===== src/gpc_pkg.sv =====
// shared constants and helpers for the glyph pixel compositor
package gpc_pkg;

  localparam int POS_W    = 16;
  localparam int CHAN_W   = 8;
  localparam int CLIP_W   = 15;
  localparam int COLOR_W  = 32;
  localparam int CFG_IDX_W = 3;
  localparam int PROD_W   = 2 * CHAN_W;

  // configuration register indexes
  localparam logic [CFG_IDX_W-1:0] CFG_TEXT_COLOR  = 3'd0;
  localparam logic [CFG_IDX_W-1:0] CFG_CLIP_LEFT   = 3'd1;
  localparam logic [CFG_IDX_W-1:0] CFG_CLIP_TOP    = 3'd2;
  localparam logic [CFG_IDX_W-1:0] CFG_CLIP_RIGHT  = 3'd3;
  localparam logic [CFG_IDX_W-1:0] CFG_CLIP_BOTTOM = 3'd4;

  // request modes
  localparam logic MODE_TINT = 1'b0;
  localparam logic MODE_OVER = 1'b1;

  localparam logic [CHAN_W-1:0] CHAN_MAX = 8'hff;

  typedef logic [CHAN_W-1:0] chan_t;
  typedef logic [PROD_W-1:0] prod_t;

  // exact x / 255 for x below 255 * 256, which covers every 8x8 product sum here
  function automatic chan_t div255(input prod_t x);
    logic [PROD_W:0] t;
    t = {1'b0, x} + 17'd1 + {9'd0, x[PROD_W-1:CHAN_W]};
    return t[PROD_W-1:CHAN_W];
  endfunction

endpackage


===== src/glyph_pixel_compositor.sv =====
// glyph pixel compositor top level: four stage blend pipeline and config registers
//
//  channel  ports                              flow control
//  -------  ---------------------------------  -------------------------------
//  request  start, busy, in_*                  taken when start && !busy
//  result   out_valid, out_*                   one-cycle strobe, never held off
//  config   cfg_valid, cfg_ready, cfg_index,   written when cfg_valid && cfg_ready
//           cfg_data
//
//  one pixel enters every cycle and its result passes through four register stages:
//  clip test and coverage product, divide by 255, channel products, divide and
//  final select
//  rst_n is synchronous and active low; it empties the pipeline and clears config
//  busy stays low and cfg_ready stays high: nothing downstream can stall
module glyph_pixel_compositor #(
  parameter int COORD_BITS = 16
) (
  input  logic                          clk,
  input  logic                          rst_n,
  // request channel
  input  logic                          start,
  output logic                          busy,
  input  logic                          in_req_type,
  input  logic [gpc_pkg::POS_W-1:0]     in_pos_x,
  input  logic [gpc_pkg::POS_W-1:0]     in_pos_y,
  input  logic [gpc_pkg::CHAN_W-1:0]    in_src_blue,
  input  logic [gpc_pkg::CHAN_W-1:0]    in_src_green,
  input  logic [gpc_pkg::CHAN_W-1:0]    in_src_red,
  input  logic [gpc_pkg::CHAN_W-1:0]    in_src_level,
  input  logic [gpc_pkg::CHAN_W-1:0]    in_dst_blue,
  input  logic [gpc_pkg::CHAN_W-1:0]    in_dst_green,
  input  logic [gpc_pkg::CHAN_W-1:0]    in_dst_red,
  input  logic [gpc_pkg::CHAN_W-1:0]    in_dst_alpha,
  // result channel
  output logic                          out_valid,
  output logic                          out_write_enable,
  output logic [gpc_pkg::CHAN_W-1:0]    out_blue,
  output logic [gpc_pkg::CHAN_W-1:0]    out_green,
  output logic [gpc_pkg::CHAN_W-1:0]    out_red,
  output logic [gpc_pkg::CHAN_W-1:0]    out_alpha,
  // configuration channel
  input  logic                          cfg_valid,
  output logic                          cfg_ready,
  input  logic [gpc_pkg::CFG_IDX_W-1:0] cfg_index,
  input  logic [gpc_pkg::COLOR_W-1:0]   cfg_data
);
  import gpc_pkg::*;

  localparam int CMP_W = POS_W + 1;   // signed compare width

  // ---------------------------------------------------------------------------
  // configuration registers
  // ---------------------------------------------------------------------------
  logic [COLOR_W-1:0] text_color_r;
  logic [CLIP_W-1:0]  clip_left_r, clip_top_r, clip_right_r, clip_bottom_r;
  logic               cfg_wr;

  assign cfg_ready = 1'b1;
  assign busy      = 1'b0;
  assign cfg_wr    = cfg_valid && cfg_ready;

  always_ff @(posedge clk) begin
    if (!rst_n) begin
      text_color_r  <= '0;
      clip_left_r   <= '0;
      clip_top_r    <= '0;
      clip_right_r  <= '0;
      clip_bottom_r <= '0;
    end else if (cfg_wr) begin
      unique case (cfg_index)
        CFG_TEXT_COLOR:  text_color_r  <= cfg_data;
        CFG_CLIP_LEFT:   clip_left_r   <= cfg_data[CLIP_W-1:0];
        CFG_CLIP_TOP:    clip_top_r    <= cfg_data[CLIP_W-1:0];
        CFG_CLIP_RIGHT:  clip_right_r  <= cfg_data[CLIP_W-1:0];
        CFG_CLIP_BOTTOM: clip_bottom_r <= cfg_data[CLIP_W-1:0];
        default: ;  // unmapped index, write dropped
      endcase
    end
  end

  // text colour fields; zero alpha means opaque
  chan_t col_a, col_r, col_g, col_b;
  assign col_a = (text_color_r[31:24] == '0) ? CHAN_MAX : text_color_r[31:24];
  assign col_r = text_color_r[23:16];
  assign col_g = text_color_r[15:8];
  assign col_b = text_color_r[7:0];

  // ---------------------------------------------------------------------------
  // stage 1: clip test, coverage times colour alpha
  // ---------------------------------------------------------------------------
  logic                    req_acc;
  logic signed [CMP_W-1:0] pos_x_s, pos_y_s;
  logic signed [CMP_W-1:0] cl_s, ct_s, cr_s, cb_s;
  logic                    in_clip;

  assign req_acc = start && !busy;

  // keep the low COORD_BITS bits and sign-extend
  assign pos_x_s = {{(CMP_W-COORD_BITS){in_pos_x[COORD_BITS-1]}}, in_pos_x[COORD_BITS-1:0]};
  assign pos_y_s = {{(CMP_W-COORD_BITS){in_pos_y[COORD_BITS-1]}}, in_pos_y[COORD_BITS-1:0]};
  assign cl_s = signed'({{(CMP_W-CLIP_W){1'b0}}, clip_left_r});
  assign ct_s = signed'({{(CMP_W-CLIP_W){1'b0}}, clip_top_r});
  assign cr_s = signed'({{(CMP_W-CLIP_W){1'b0}}, clip_right_r});
  assign cb_s = signed'({{(CMP_W-CLIP_W){1'b0}}, clip_bottom_r});

  // an empty rectangle fails one of these by itself
  assign in_clip = (pos_x_s >= cl_s) && (pos_x_s < cr_s) &&
                   (pos_y_s >= ct_s) && (pos_y_s < cb_s);

  logic  v1_r;
  logic  mode1_r, we1_r;
  chan_t lvl1_r, sb1_r, sg1_r, sr1_r, db1_r, dg1_r, dr1_r, da1_r;
  prod_t cov1_r;

  always_ff @(posedge clk) begin
    if (!rst_n) begin
      v1_r <= 1'b0;
    end else begin
      v1_r <= req_acc;
    end
  end

  always_ff @(posedge clk) begin
    mode1_r <= in_req_type;
    we1_r   <= in_clip && (in_src_level != '0);
    lvl1_r  <= in_src_level;
    // source colour only adds in source-over mode
    sb1_r   <= (in_req_type == MODE_OVER) ? in_src_blue  : '0;
    sg1_r   <= (in_req_type == MODE_OVER) ? in_src_green : '0;
    sr1_r   <= (in_req_type == MODE_OVER) ? in_src_red   : '0;
    db1_r   <= in_dst_blue;
    dg1_r   <= in_dst_green;
    dr1_r   <= in_dst_red;
    da1_r   <= in_dst_alpha;
    cov1_r  <= prod_t'(in_src_level * col_a);
  end

  // ---------------------------------------------------------------------------
  // stage 2: effective alpha, coverage product over 255 or raw source alpha
  // ---------------------------------------------------------------------------
  logic  v2_r;
  logic  mode2_r, we2_r;
  chan_t a2_r, sb2_r, sg2_r, sr2_r, db2_r, dg2_r, dr2_r, da2_r;

  always_ff @(posedge clk) begin
    if (!rst_n) begin
      v2_r <= 1'b0;
    end else begin
      v2_r <= v1_r;
    end
  end

  always_ff @(posedge clk) begin
    mode2_r <= mode1_r;
    we2_r   <= we1_r;
    a2_r    <= (mode1_r == MODE_OVER) ? lvl1_r : div255(cov1_r);
    sb2_r   <= sb1_r;
    sg2_r   <= sg1_r;
    sr2_r   <= sr1_r;
    db2_r   <= db1_r;
    dg2_r   <= dg1_r;
    dr2_r   <= dr1_r;
    da2_r   <= da1_r;
  end

  // ---------------------------------------------------------------------------
  // stage 3: channel products, colour term only in tint mode
  // ---------------------------------------------------------------------------
  chan_t inv_a2;
  chan_t tb2, tg2, tr2;

  assign inv_a2 = CHAN_MAX - a2_r;
  assign tb2 = (mode2_r == MODE_TINT) ? col_b : '0;
  assign tg2 = (mode2_r == MODE_TINT) ? col_g : '0;
  assign tr2 = (mode2_r == MODE_TINT) ? col_r : '0;

  logic  v3_r;
  logic  we3_r;
  chan_t a3_r, sb3_r, sg3_r, sr3_r, db3_r, dg3_r, dr3_r, da3_r;
  prod_t pb3_r, pg3_r, pr3_r, pa3_r;

  always_ff @(posedge clk) begin
    if (!rst_n) begin
      v3_r <= 1'b0;
    end else begin
      v3_r <= v2_r;
    end
  end

  // c*a + d*(255-a) never exceeds 255*255, so 16 bits hold it
  always_ff @(posedge clk) begin
    we3_r <= we2_r;
    a3_r  <= a2_r;
    sb3_r <= sb2_r;
    sg3_r <= sg2_r;
    sr3_r <= sr2_r;
    db3_r <= db2_r;
    dg3_r <= dg2_r;
    dr3_r <= dr2_r;
    da3_r <= da2_r;
    pb3_r <= prod_t'(tb2 * a2_r) + prod_t'(db2_r * inv_a2);
    pg3_r <= prod_t'(tg2 * a2_r) + prod_t'(dg2_r * inv_a2);
    pr3_r <= prod_t'(tr2 * a2_r) + prod_t'(dr2_r * inv_a2);
    pa3_r <= prod_t'(da2_r * inv_a2);
  end

  // ---------------------------------------------------------------------------
  // stage 4: divide, add source, saturate alpha, pick blend or destination
  // ---------------------------------------------------------------------------
  chan_t         bl_b, bl_g, bl_r, bl_a;
  logic [CHAN_W:0] alpha_sum;

  // colour channels wrap to 8 bits
  assign bl_b = chan_t'(sb3_r + div255(pb3_r));
  assign bl_g = chan_t'(sg3_r + div255(pg3_r));
  assign bl_r = chan_t'(sr3_r + div255(pr3_r));
  assign alpha_sum = {1'b0, a3_r} + {1'b0, div255(pa3_r)};
  assign bl_a = alpha_sum[CHAN_W] ? CHAN_MAX : alpha_sum[CHAN_W-1:0];

  logic  v4_r, we4_r;
  chan_t ob4_r, og4_r, or4_r, oa4_r;

  always_ff @(posedge clk) begin
    if (!rst_n) begin
      v4_r  <= 1'b0;
      we4_r <= 1'b0;
    end else begin
      v4_r  <= v3_r;
      we4_r <= v3_r && we3_r;
    end
  end

  always_ff @(posedge clk) begin
    ob4_r <= we3_r ? bl_b : db3_r;
    og4_r <= we3_r ? bl_g : dg3_r;
    or4_r <= we3_r ? bl_r : dr3_r;
    oa4_r <= we3_r ? bl_a : da3_r;
  end

  assign out_valid        = v4_r;
  assign out_write_enable = we4_r;
  assign out_blue         = ob4_r;
  assign out_green        = og4_r;
  assign out_red          = or4_r;
  assign out_alpha        = oa4_r;

  // ---------------------------------------------------------------------------
  // checks
  // ---------------------------------------------------------------------------
  // every accepted request yields its result on out_valid
  a_req_to_result: assert property (@(posedge clk) disable iff (!rst_n)
    req_acc |-> ##4 out_valid)
    else $error("accepted request produced no result");

  // no result strobe without a request in flight through the earlier stages
  a_no_spurious: assert property (@(posedge clk) disable iff (!rst_n)
    out_valid |-> $past(v3_r) && $past(v2_r, 2) && $past(v1_r, 3))
    else $error("result strobe without a request in flight");

  // write enable only ever rides on a result
  a_we_valid: assert property (@(posedge clk) disable iff (!rst_n)
    out_write_enable |-> out_valid)
    else $error("write enable outside a result");

  // an unwritten pixel passes the destination through untouched
  a_passthrough: assert property (@(posedge clk) disable iff (!rst_n)
    v3_r && !we3_r |=> out_blue == $past(db3_r) && out_green == $past(dg3_r) &&
                       out_red == $past(dr3_r) && out_alpha == $past(da3_r))
    else $error("unwritten pixel altered");

endmodule


===== config.mk =====
export PLATFORM = sky130hd
export DESIGN_NAME = glyph_pixel_compositor
export DESIGN_NICKNAME = d
export VERILOG_FILES = /design/src/gpc_pkg.sv /design/src/glyph_pixel_compositor.sv
export SDC_FILE = /design/constraint.sdc
export NUM_CORES = 2
export LEC_CHECK = 0
export BUFFER_PORTS_ARGS = -buffer_cell sky130_fd_sc_hd__clkbuf_2
export CAP_MARGIN = 0
export CORE_MARGIN = 3
export CORE_UTILIZATION = 69
export CTS_BUF_LIST = sky130_fd_sc_hd__clkbuf_4
export CTS_CLUSTER_DIAMETER = 60
export DETAILED_ROUTE_END_ITERATION = 16
export PLACE_DENSITY = 0.89
export SLEW_MARGIN = 20
export SYNTH_ARGS = -nofsm -noshare
export SYNTH_HDL_FRONTEND = slang
export SYNTH_SLANG_ARGS = --single-unit

===== constraint.sdc =====
create_clock -name clk -period 17 [get_ports clk]
set_clock_uncertainty 0.1 [all_clocks]
set_input_delay 2.55 -clock clk [delete_from_list [all_inputs] [get_ports clk]]
set_output_delay 2.55 -clock clk [all_outputs]
set_load 0.02 [all_outputs]

==> impl_metrics.csv <==
group,metric,value,unit
floorplan,rows,77,
floorplan,dieHeight,220,um
critical_path,path_max_fanout,24,
placed_design,dp_hpwl,54700,um
cts,post_cts_resized,0,
sta,slew_headroom,0.331,
synth,syn_area,31700,sq um
critical_path,cp-start-kind,"flop",
cells_and_area,area_delta_synth_final,8.36,%
cells_and_area,fin_nets,4362,
drt,drc,0,
global_routing,antenna_found_initial,7,
cts,post_cts_buffers,0,
cts,clockBufferDepth,3,
cts,clock-root-buffer,"clkbuf_4",
sta,fin_crit,6.62,ns
drt,route.final.wire_length,72800,um
cells_and_area,multi_input_area,21100,sq um
synth,synth-seq-area-share,0.257,
cells_and_area,fin_util,0.766,
critical_path,worstPathRequired,17.62,ns
drt,wl_per_cell,17.5,um
cells_and_area,final-seq-area,8140,sq um
synth,synth_ff_type,"dfxtp_1",
critical_path,worstSetupPathType,"flop to flop",
cells_and_area,fin_cells,4153,
sta,tightestPinTransition,0.999,ns
sta,setup_violations,0,
synth,ys_ff_latch,406,
sta,slew_viol_final,0,
floorplan,start_util,0.707,
synth,synth_commonest_cells,"inv_1, dfxtp_1, ha_1, fa_1, nand2_1",
cts,cts_tree,"yes",
placed_design,placed_cells,3967,
sta,setup_tns,0,ns
synth,ys.warnings.count,0,
cells_and_area,nFillCells,2959,
sta,min_period_over_period,0.390,
floorplan,ios,172,
critical_path,r2r_slack,10.38,ns
sta,hold_ws,0.207,ns
floorplan,die_area,48500,sq um
global_routing,grt_max_degree,78,
critical_path,critical_path_arrival,7.25,ns
cts,htree_levels,3,
drt,first_pass_iters,5,
synth,yosys-top-cells-area,"dfxtp_1, fa_1, ha_1, inv_1, nor2b_1",
global_routing,grt_first_pass_wirelength,121000,um
sta,rsz0062_at_grt,"no",
placed_design,portBuffers,169,
synth,synth_top_area_frac,0.257,
cts,clkTransAtPathRegs,0.07,ns
synth,synthCells,3293,
synth,post-synth-top-count-cell,"inv_1",
cts,cts_made_buffers,102,
drt,vias,23200,
sta,fmax,151,MHz
cts,cts_sinks,406,
drt,ant_nets,0,
synth,yosys.area.top_type,"dfxtp_1",
synth,syn-num-nets,4176,
cts,clkLatencyLatePin,0.89,ns
sta,hold_viol_final,0,
run,drv_cap,0,
global_routing,first_global_vias,25500,
placed_design,place_congestion,0.894,
synth,yosysUniqueCellTypes,69,
worst_hold_path,hp-class,"flop to flop",
global_routing,grt_usage,0.313,
cells_and_area,drive_gt1_frac,0.107,
global_routing,grt_overflow,0,
cts,holdBufCountCts,0,
floorplan,core,44800,sq um
drt,drt-initial-drc-count,1270,
synth,async_flop_share,0,
drt,routed_via_density,5.58,
synth,synth_edf_count,0,
synth,syn_avg_cell_area,9.61,sq um
critical_path,crit_path_end_kind,"flop",
floorplan,die_w,220,um
outcome,outcome,"completed",
cells in the final DEF, fill, tap and decap left out, drive strengths merged, types with 5 or more instances in the layout:
master / n
a2111oi: 9
a211o: 5
a211oi: 6
a21boi: 95
a21o: 28
a21oi: 88
and2: 148
and3: 15
buf: 10
bufinv: 5
clkbuf: 304
clkinv: 38
dfxtp: 406
fa: 364
ha: 383
inv: 555
mux2: 18
nand2: 338
nand2b: 100
nand3: 29
nand4: 15
nor2: 57
nor2b: 236
nor3: 14
o211ai: 11
o21a: 19
o21ai: 52
o21bai: 9
o22a: 8
or2: 10
or3: 6
or4: 5
xnor2: 97
xor2: 32
critical path, stage by stage (launching register included):
cell	delay, ns
dfxtp_1	0.94
nor2b_1	0.37
and2_1	0.30
fa_1	0.53
inv_1	0.05
fa_1	0.47
inv_1	0.05
fa_1	0.50
fa_1	0.51
fa_1	0.49
inv_1	0.05
fa_1	0.47
inv_1	0.04
ha_1	0.32
o21a_1	0.20
o21a_1	0.19
o221a_1	0.30
o41ai_4	0.27
mux2i_1	0.22
nand4_1	0.10
per-stage QoR:
stage | instance area (sq um) | worst slack, ns
finish | 34300 | 10.38
global route | 34300 | 10.12
CTS | 34300 | 10.44
detailed placement | 32900 | 10.10
global placement | 32900 | 10.20
floorplan | 31700 | 10.55
routing by layer:
layer | vias up | wire length (um) | part of all wire | track usage
li1 | 10700 | - | - | -
met1 | 11400 | 28100 | 0.39 | 0.371
met2 | 874 | 36400 | 0.50 | 0.548
met3 | 224 | 5620 | 0.077 | 0.0742
met4 | 6 | 2720 | 0.037 | 0.133
met5 | - | 36 | 0.00049 | 0
registers in the layout, summed over array words and instances, names as in the netlist, 15 cells and up:
| name | cells |
|---|---|
| text_color_r | 32 |
| cov1_r | 16 |
| pa3_r | 16 |
| pb3_r | 16 |
| pg3_r | 16 |
| pr3_r | 16 |
| clip_bottom_r | 15 |
| clip_left_r | 15 |
| clip_right_r | 15 |
| clip_top_r | 15 |
worst paths after layout:
path,start,end,cells after the start
hold / removal,sr2_r[0],sr3_r[0],0
hold reg to reg,sr2_r[0],sr3_r[0],0
setup / recovery,mode2_r,pg3_r[15],19
setup reg to reg,mode2_r,pg3_r[15],19
logic make-up after synthesis:
| kind of cell | synth area share |
|---|---|
| compound gates | 0.0778 |
| xor+xnor | 0.0364 |
| fa+ha+maj | 0.382 |
| buf+inv | 0.0777 |
| flops | 0.257 |
| mux | 0.00767 |
| other cells | 0.000237 |
| simple gates | 0.162 |
cell type report:
type | instances | share of cell area
Inverter | 554 | 0.0606
Antenna cell | 4 | 0.000292
Multi-Input combinational cell | 2236 | 0.614
Timing Repair Buffer | 179 | 0.0268
Clock buffer | 135 | 0.0295
Tap cell | 592 | 0.0216
Sequential cell | 406 | 0.237
Clock inverter | 47 | 0.00948
Power is not shown: default switching activity piles up to over one toggle a cycle in this logic, so the estimate is an artifact.
